## config.mk

```make
export PLATFORM = sky130hd
export DESIGN_NAME = lrmt_walk
export DESIGN_NICKNAME = d
export VERILOG_FILES = /design/src/rtl/core/lrmt_pkg.sv /design/src/rtl/core/lrmt_walk.sv
export VERILOG_INCLUDE_DIRS = /design/src /design/src/rtl/core
export SDC_FILE = /design/constraint.sdc
export NUM_CORES = 1
export LEC_CHECK = 0
export ABC_CLOCK_PERIOD_IN_PS = 14600
export BUFFER_PORTS_ARGS = -buffer_cell sky130_fd_sc_hd__buf_4
export CAP_MARGIN = 20
export CORE_MARGIN = 2
export CORE_UTILIZATION = 35
export CTS_BUF_LIST = sky130_fd_sc_hd__clkbuf_8 sky130_fd_sc_hd__clkbuf_16
export DETAILED_ROUTE_END_ITERATION = 8
export PLACE_DENSITY_LB_ADDON = 0.3
export SLEW_MARGIN = 20
export SYNTH_ARGS = -nofsm -noshare
export SYNTH_HDL_FRONTEND = slang
export SYNTH_SLANG_ARGS = --single-unit
```

## constraint.sdc

```tcl
create_clock -name clk -period 14.6 [get_ports clk]
set_input_delay 1.46 -clock clk [delete_from_list [all_inputs] [get_ports clk]]
set_output_delay 1.46 -clock clk [all_outputs]
set_load 0.02 [all_outputs]
```

## src/rtl/core/assert_macros.svh

```systemverilog
// Assertion helpers shared by the RTL. SYNTH removes them for synthesis.
`ifndef ASSERT_MACROS_SVH
`define ASSERT_MACROS_SVH

`ifndef SYNTH
// Check a property on every rising edge outside reset
`define LRMT_ASSERT(lbl, clk, rstn, prop, msg) \
	lbl: assert property (@(posedge clk) disable iff (!rstn) (prop)) else $error(msg);
// Check that a condition never holds outside reset
`define LRMT_NEVER(lbl, clk, rstn, cond, msg) \
	lbl: assert property (@(posedge clk) disable iff (!rstn) !(cond)) else $error(msg);
`else
`define LRMT_ASSERT(lbl, clk, rstn, prop, msg)
`define LRMT_NEVER(lbl, clk, rstn, cond, msg)
`endif

`endif

```

## src/rtl/core/lrmt_pkg.sv

```systemverilog
`timescale 1ns / 1ps
package lrmt_pkg;

	localparam int VAL_W = 32;
	localparam int IDX_W = 10;
	localparam int OP_W  = 2;

	localparam logic signed [VAL_W-1:0] VAL_MIN = {1'b1, {(VAL_W-1){1'b0}}};
	localparam logic signed [VAL_W-1:0] VAL_MAX = {1'b0, {(VAL_W-1){1'b1}}};

	typedef enum logic [OP_W-1:0] {
		OP_ADD   = 2'd0,
		OP_MAX   = 2'd1,
		OP_RAISE = 2'd2,
		OP_WRITE = 2'd3
	} op_t;

	// One tree node as stored in memory
	typedef struct packed {
		logic signed [VAL_W-1:0] max_v;
		logic signed [VAL_W-1:0] pend;
	} node_t;

	localparam int NODE_W = $bits(node_t);
	localparam node_t NODE_RST = '{max_v: VAL_MIN, pend: '0};

	// Result handed from the tree walker to the output stage
	typedef struct packed {
		logic signed [VAL_W-1:0] max_v;
		logic                    empty;
	} res_t;

	typedef enum logic [3:0] {
		W_CLEAR,
		W_IDLE,
		W_ENTER,
		W_EVAL,
		W_HD_RDL,
		W_HD_WRL,
		W_HD_WRR,
		W_HD_CLR,
		W_DESCEND,
		W_RET,
		W_GA_RDL,
		W_GA_RDR,
		W_GA_WR,
		W_FINISH
	} wstate_t;

	// Signed add that sticks at the 32-bit limits
	function automatic logic signed [VAL_W-1:0] sat_add(
		input logic signed [VAL_W-1:0] a,
		input logic signed [VAL_W-1:0] d
	);
		logic signed [VAL_W:0] s;
		s = {a[VAL_W-1], a} + {d[VAL_W-1], d};
		if (s[VAL_W] != s[VAL_W-1]) begin
			return s[VAL_W] ? VAL_MIN : VAL_MAX;
		end
		return s[VAL_W-1:0];
	endfunction

	function automatic logic signed [VAL_W-1:0] smax(
		input logic signed [VAL_W-1:0] a,
		input logic signed [VAL_W-1:0] b
	);
		return (a > b) ? a : b;
	endfunction

	// Apply an add to both the maximum and the owed add of a node
	function automatic node_t give_add(input node_t n, input logic signed [VAL_W-1:0] d);
		node_t r;
		r.max_v = sat_add(n.max_v, d);
		r.pend  = sat_add(n.pend, d);
		return r;
	endfunction

endpackage

```

## src/rtl/core/lrmt_walk.sv

```systemverilog
`timescale 1ns / 1ps
`include "assert_macros.svh"
module lrmt_walk #(
	parameter int LEAF_COUNT = 1024,
	localparam int NW = $clog2(LEAF_COUNT) + 1
) (
	input  logic                                   clk,
	input  logic                                   arst_n,
	input  logic                                   start,
	input  logic [lrmt_pkg::OP_W-1:0]              op,
	input  logic [lrmt_pkg::IDX_W-1:0]             first_index,
	input  logic [lrmt_pkg::IDX_W-1:0]             last_index,
	input  logic signed [lrmt_pkg::VAL_W-1:0]      amount,
	output logic                                   idle,
	output logic                                   res_valid,
	output lrmt_pkg::res_t                         res,
	input  logic                                   res_ready,
	output logic                                   ram_we,
	output logic [NW-1:0]                          ram_waddr,
	output logic [lrmt_pkg::NODE_W-1:0]            ram_wdata,
	output logic                                   ram_re,
	output logic [NW-1:0]                          ram_raddr,
	input  logic [lrmt_pkg::NODE_W-1:0]            ram_rdata
);
	import lrmt_pkg::*;

	localparam int IW  = $clog2(LEAF_COUNT);
	localparam int CW  = (IW > IDX_W) ? IW : IDX_W;
	localparam int SD  = IW;
	localparam int SPW = $clog2(SD + 1);
	localparam int SIW = (SD > 1) ? $clog2(SD) : 1;
	localparam logic [IW-1:0] TOP = IW'(LEAF_COUNT - 1);

	typedef struct packed {
		logic [NW-1:0] k;
		logic [IW-1:0] lo;
		logic [IW-1:0] hi;
		logic          rtodo;
	} frame_t;

	wstate_t state_q, state_nx;
	op_t     op_q;
	logic [CW-1:0] a_q, b_q;
	logic signed [VAL_W-1:0] amt_q, nmax_q, pend_q, lmax_q, best_q;
	logic empty_q;
	logic [NW-1:0] cur_k_q, clr_q;
	logic [IW-1:0] cur_lo_q, cur_hi_q;
	logic [SPW-1:0] sp_q;
	frame_t stack_q [SD];

	// Decode the incoming beat
	logic [CW-1:0] a_in, b_raw, b_in;
	logic is_range_in, work_in;
	assign a_in        = CW'(first_index);
	assign b_raw       = CW'(last_index);
	assign b_in        = (b_raw > CW'(TOP)) ? CW'(TOP) : b_raw;
	assign is_range_in = (op_t'(op) == OP_ADD) || (op_t'(op) == OP_MAX);
	assign work_in     = is_range_in ? (a_in <= b_in) : (a_in <= CW'(TOP));

	// Current node geometry
	logic [IW:0] sum_c;
	logic [IW-1:0] mid;
	logic is_range, covered, is_leaf, go_l, go_r;
	logic [NW-1:0] kl, kr;
	node_t node_rd;
	assign sum_c    = {1'b0, cur_lo_q} + {1'b0, cur_hi_q};
	assign mid      = sum_c[IW:1];
	assign is_range = (op_q == OP_ADD) || (op_q == OP_MAX);
	assign covered  = (a_q <= CW'(cur_lo_q)) && (CW'(cur_hi_q) <= b_q);
	assign is_leaf  = (cur_lo_q == cur_hi_q);
	assign go_l     = (a_q <= CW'(mid));
	assign go_r     = is_range ? (b_q > CW'(mid)) : !go_l;
	assign kl       = {cur_k_q[NW-2:0], 1'b0};
	assign kr       = {cur_k_q[NW-2:0], 1'b1};
	assign node_rd  = node_t'(ram_rdata);

	// Top of the return stack
	logic [SIW-1:0] top_idx;
	frame_t tf;
	logic [IW:0] tf_sum;
	logic [IW-1:0] tf_mid;
	assign top_idx = SIW'(sp_q - 1'b1);
	assign tf      = stack_q[top_idx];
	assign tf_sum  = {1'b0, tf.lo} + {1'b0, tf.hi};
	assign tf_mid  = tf_sum[IW:1];

	// Next state
	always_comb begin
		state_nx = state_q;
		unique case (state_q)
			W_CLEAR:   if (&clr_q) state_nx = W_IDLE;
			W_IDLE:    if (start) state_nx = work_in ? W_ENTER : W_FINISH;
			W_ENTER:   state_nx = W_EVAL;
			W_EVAL: begin
				if (is_range ? covered : is_leaf) state_nx = W_RET;
				else if (node_rd.pend != '0) state_nx = W_HD_RDL;
				else state_nx = W_DESCEND;
			end
			W_HD_RDL:  state_nx = W_HD_WRL;
			W_HD_WRL:  state_nx = W_HD_WRR;
			W_HD_WRR:  state_nx = W_HD_CLR;
			W_HD_CLR:  state_nx = W_DESCEND;
			W_DESCEND: state_nx = W_ENTER;
			W_RET: begin
				priority if (sp_q == '0) state_nx = W_FINISH;
				else if (tf.rtodo) state_nx = W_ENTER;
				else if (op_q != OP_MAX) state_nx = W_GA_RDL;
				else state_nx = W_RET;
			end
			W_GA_RDL:  state_nx = W_GA_RDR;
			W_GA_RDR:  state_nx = W_GA_WR;
			W_GA_WR:   state_nx = W_RET;
			W_FINISH:  if (res_ready) state_nx = W_IDLE;
			default:   state_nx = W_CLEAR;
		endcase
	end

	// Memory port and status outputs
	always_comb begin
		ram_we    = 1'b0;
		ram_waddr = cur_k_q;
		ram_wdata = NODE_W'(NODE_RST);
		ram_re    = 1'b0;
		ram_raddr = cur_k_q;
		unique case (state_q)
			W_CLEAR: begin
				ram_we    = 1'b1;
				ram_waddr = clr_q;
			end
			W_ENTER: ram_re = 1'b1;
			W_EVAL: begin
				if (is_range) begin
					if (covered && op_q == OP_ADD) begin
						ram_we    = 1'b1;
						ram_wdata = give_add(node_rd, amt_q);
					end
				end else if (is_leaf) begin
					if (op_q == OP_WRITE) begin
						ram_we    = 1'b1;
						ram_wdata = {amt_q, {VAL_W{1'b0}}};
					end else if (amt_q > node_rd.max_v) begin
						ram_we    = 1'b1;
						ram_wdata = {amt_q, node_rd.pend};
					end
				end
			end
			W_HD_RDL: begin
				ram_re    = 1'b1;
				ram_raddr = kl;
			end
			W_HD_WRL: begin
				ram_we    = 1'b1;
				ram_waddr = kl;
				ram_wdata = give_add(node_rd, pend_q);
				ram_re    = 1'b1;
				ram_raddr = kr;
			end
			W_HD_WRR: begin
				ram_we    = 1'b1;
				ram_waddr = kr;
				ram_wdata = give_add(node_rd, pend_q);
			end
			W_HD_CLR: begin
				ram_we    = 1'b1;
				ram_wdata = {nmax_q, {VAL_W{1'b0}}};
			end
			W_GA_RDL: begin
				ram_re    = 1'b1;
				ram_raddr = kl;
			end
			W_GA_RDR: begin
				ram_re    = 1'b1;
				ram_raddr = kr;
			end
			W_GA_WR: begin
				ram_we    = 1'b1;
				ram_wdata = {smax(lmax_q, node_rd.max_v), {VAL_W{1'b0}}};
			end
			default: ;
		endcase
	end

	assign idle      = (state_q == W_IDLE);
	assign res_valid = (state_q == W_FINISH);
	assign res.max_v = (op_q == OP_MAX) ? best_q : '0;
	assign res.empty = empty_q;

	// Control state
	always_ff @(posedge clk or negedge arst_n) begin
		if (!arst_n) begin
			state_q <= W_CLEAR;
			clr_q   <= '0;
			sp_q    <= '0;
		end else begin
			state_q <= state_nx;
			if (state_q == W_CLEAR) clr_q <= clr_q + 1'b1;
			if (state_q == W_IDLE && start) sp_q <= '0;
			if (state_q == W_DESCEND) sp_q <= sp_q + 1'b1;
			if (state_q == W_RET && sp_q != '0 && !tf.rtodo) sp_q <= sp_q - 1'b1;
		end
	end

	// Walk datapath
	always_ff @(posedge clk) begin
		unique case (state_q)
			W_IDLE: begin
				if (start) begin
					op_q     <= op_t'(op);
					a_q      <= a_in;
					b_q      <= b_in;
					amt_q    <= amount;
					best_q   <= VAL_MIN;
					empty_q  <= (op_t'(op) == OP_MAX) && (a_in > b_in);
					cur_k_q  <= NW'(1);
					cur_lo_q <= '0;
					cur_hi_q <= TOP;
				end
			end
			W_EVAL: begin
				nmax_q <= node_rd.max_v;
				pend_q <= node_rd.pend;
				if (op_q == OP_MAX && covered) best_q <= smax(best_q, node_rd.max_v);
			end
			W_DESCEND: begin
				// push this node and step into the first child
				stack_q[SIW'(sp_q)] <= '{k: cur_k_q, lo: cur_lo_q, hi: cur_hi_q,
					rtodo: go_l && go_r};
				if (go_l) begin
					cur_k_q  <= kl;
					cur_hi_q <= mid;
				end else begin
					cur_k_q  <= kr;
					cur_lo_q <= mid + 1'b1;
				end
			end
			W_RET: begin
				if (sp_q != '0) begin
					if (tf.rtodo) begin
						stack_q[top_idx].rtodo <= 1'b0;
						cur_k_q  <= {tf.k[NW-2:0], 1'b1};
						cur_lo_q <= tf_mid + 1'b1;
						cur_hi_q <= tf.hi;
					end else begin
						cur_k_q <= tf.k;
					end
				end
			end
			W_GA_RDR: lmax_q <= node_rd.max_v;
			default: ;
		endcase
	end

	`LRMT_NEVER(a_no_rw_clash, clk, arst_n, ram_we && ram_re && ram_waddr == ram_raddr, "same entry read and written in one cycle")
	`LRMT_ASSERT(a_sp_bound, clk, arst_n, sp_q <= SPW'(SD), "return stack overflow")
	`LRMT_ASSERT(a_enter_span, clk, arst_n, state_q == W_ENTER |-> cur_lo_q <= cur_hi_q, "node span inverted")

endmodule

```

==> results.json <==
{
  "rows": 115,
  "ir_drop_mv": 0.131,
  "synth_cell_type_count": 93,
  "worst-endpoint-required_ns": 13.14,
  "syn_nets": 3564,
  "synth_warnings": 0,
  "combPwrFrac": 0.454,
  "setup_viol": 0,
  "path_clk_slew_ns": 0.06,
  "io_pins": 245,
  "p_sw_frac": 0.409,
  "die_w_um": 320,
  "crit_type": "in -> out",
  "ys_top_cells_by_count": "534 x edfxtp_1, 295 x ha_1, 286 x a21oi_1, 206 x nor2_1, 192 x nand2_1",
  "slew_headroom": 0.256,
  "grt_pass1_vias": 25800,
  "power_density_nw_per_um2": 178,
  "drc": 0,
  "avgSynthCellArea_sq_um": 11.1,
  "synth_top_area_frac": 0.459,
  "synth-seq-cells": 553,
  "maxCapViolations": 0,
  "wirelength_um": 118000,
  "grt_max_degree": 60,
  "place.gp.congestion": 1.02,
  "post_cts_resized": 0,
  "avgRoutedWirePerCell_um": 25.0,
  "area_delta_synth_final_pct": 16.9,
  "postCtsHoldBufs": 0,
  "p_int_mw": 4.31,
  "p_switching_mw": 2.97,
  "maxSlewViolCount": 0,
  "ys_seq_area_frac": 0.473,
  "cp_max_fo": 11,
  "min_period_ns": 7.52,
  "fmax_mhz": 133,
  "initial_core_util": 0.354,
  "grt_overflow": 0,
  "layout-drive-gt1-share": 0.154,
  "antenna_left": 0,
  "hold_viol": 0,
  "finalInstanceArea_sq_um": 40800,
  "first_pass_iters": 6,
  "grt_use_total": 0.226,
  "arrival_ns": 6.06,
  "post_cts_buffers": 0,
  "stdcell_count": 4721,
  "insertion_delay_ns": 0.66,
  "timing.final.crit_share": 0.515,
  "post-place-ws_ns": 7.22,
  "numPlacedInstances": 4591,
  "place_area_sq_um": 38400,
  "cts_root_buf": "clkbuf_16",
  "core_sq_um": 98700,
  "drtIter0Drc": 2611,
  "synth_cells": 3141,
  "die_h_um": 320,
  "viasPerCell": 5.73,
  "synth_edf_count": 534,
  "max_slew.worst_pin.slew_ns": 1.12,
  "grt_pass1_wl_um": 173000,
  "start_kind": "primary input",
  "endpoint_kind": "primary output",
  "setup_tns_ns": 0,
  "yosysMostFrequentCell": "edfxtp_1",
  "pwr-share-clk": 0.247,
  "clkSinkCount": 553,
  "grt_setup_unrepaired": "no",
  "htreeDepth": 3,
  "pwr-share-seq": 0.299,
  "numCtsBuffers": 69,
  "io_buffers": 244,
  "synth_area_leaders": "edfxtp_1 46%, ha_1 11%, mux4_2 4.1%, a21oi_1 4.1%, mux2i_1 2.3%",
  "dieArea_sq_um": 102000,
  "holdWs_ns": 0.496,
  "clock_path_buffers": 3,
  "tritoncts": "built",
  "finClkSkew_ns": 0.0592,
  "antenna_found_initial": 5,
  "outcome": "finished clean",
  "yosysTopAreaCell": "edfxtp_1",
  "setup_ws_ns": 7.08,
  "power.total_mw": 7.28,
  "fillers": 9457,
  "vias": 27000,
  "synth-main-ff-cell": "edfxtp_1",
  "async_flop_share": 0.0344,
  "finalNetCount": 3798,
  "dp_hpwl_um": 88100,
  "synth_area_sq_um": 34900,
  "p_leak_nw": 16.0,
  "min_path_type": "reg -> reg",
  "final_util": 0.414
}
layout make-up:
class                      count  area [sq um]  area share
antenna                        3          7.51    0.000184
clock buffer                  69          1730      0.0423
clock inverter                58           676      0.0165
inverter                     157           589      0.0144
multi-input combinational   2304         17500       0.430
sequential                   553         16500       0.404
tap                         1287          1610      0.0394
timing repair buffer         290          2180      0.0533
sequential cells by signal, summed over array words and instances, names as in the netlist:
register	cells
sp_q	4
pend_q	32
state_q	4
a_q	10
cur_lo_q	10
lmax_q	32
op_q	2
best_q	32
clr_q	11
nmax_q	32
empty_q	1
cur_k_q	11
b_q	10
stack_q	320
cur_hi_q	10
amt_q	32
power groups by stage:
stage / clock network [mW] / registers (mW) / logic, mW
5_1_grt: 1.89 / 2.19 / 3.61
3_5_place_dp: 0 / 2.21 / 3.28
4_1_cts: 1.83 / 2.18 / 3.30
2_1_floorplan: 0 / 2.09 / 2.29
3_3_place_gp: 0 / 2.21 / 3.27
6_report: 1.79 / 2.18 / 3.31
per-layer routing:
layer | up-vias | wire length (um) | track usage
met4 | 10 | 4480 | 0.0825
met5 | - | 79 | 0
met1 | 13300 | 49000 | 0.293
li1 | 12500 | - | -
met2 | 1020 | 55900 | 0.373
met3 | 227 | 8620 | 0.0467
cells by family after synthesis:
logic type | Yosys count | share of synthesized area
mux | 160 | 0.0693
xor+xnor | 134 | 0.0338
fa+ha+maj | 304 | 0.110
flops | 553 | 0.473
compound gates | 903 | 0.170
buf+inv | 284 | 0.0311
simple gates | 803 | 0.114
final timing paths:
kind,startpoint,endpoint,slack [ns],cells after the start
worst max-delay path,ram_rdata[0],ram_wdata[10],7.08,16
max in group asynchronous,arst_n,sp_q[0]$_DFFE_PN0P_,13.62,1
worst min-delay path,clr_q[9]$_DFFE_PN0P_,clr_q[9]$_DFFE_PN0P_,0.50,1
min in group asynchronous,arst_n,clr_q[6]$_DFFE_PN0P_,0.70,1
worst max register to register,sp_q[0]$_DFFE_PN0P_,cur_lo_q[9]$_SDFFCE_PP0P_,8.66,17
worst min register to register,clr_q[9]$_DFFE_PN0P_,clr_q[9]$_DFFE_PN0P_,0.50,1
layout by cell type (no fill, tap or decap), types with 16 or more instances in the layout:
| cell type | instances |
|---|---|
| nor4_1 | 21 |
| buf_4 | 290 |
| xnor2_1 | 88 |
| o31ai_1 | 16 |
| mux4_2 | 64 |
| and3_1 | 53 |
| a21oi_1 | 281 |
| edfxtp_1 | 534 |
| nand2b_1 | 31 |
| or3_1 | 17 |
| o21bai_1 | 24 |
| o21ai_0 | 161 |
| nor2b_1 | 56 |
| o211ai_1 | 39 |
| dfrtp_1 | 18 |
| a31oi_1 | 16 |
| nand3_1 | 60 |
| clkbuf_16 | 69 |
| a22oi_1 | 28 |
| inv_1 | 168 |
| xor2_1 | 42 |
| nand4_1 | 52 |
| mux2i_1 | 82 |
| nand2_1 | 192 |
| ha_1 | 294 |
| a21o_1 | 93 |
| a2111o_1 | 26 |
| o21a_1 | 36 |
| a211oi_1 | 48 |
| nor3_1 | 33 |
| and2_1 | 34 |
| nor2_1 | 194 |
worst max-delay path, cell delays in order:
cell,delay (ns)
buf_4,0.11
ha_1,0.20
inv_1,0.07
fa_1,0.40
nand2b_1,0.21
a211oi_1,0.24
o21ai_0,0.25
o32ai_1,0.34
o21ai_0,0.25
a21oi_1,0.33
nor3_1,0.09
buf_4,0.19
nor2_1,0.77
clkinv_1,0.58
o211ai_1,0.37
buf_4,0.19
Note: power is estimated with default switching activity, not from simulation.
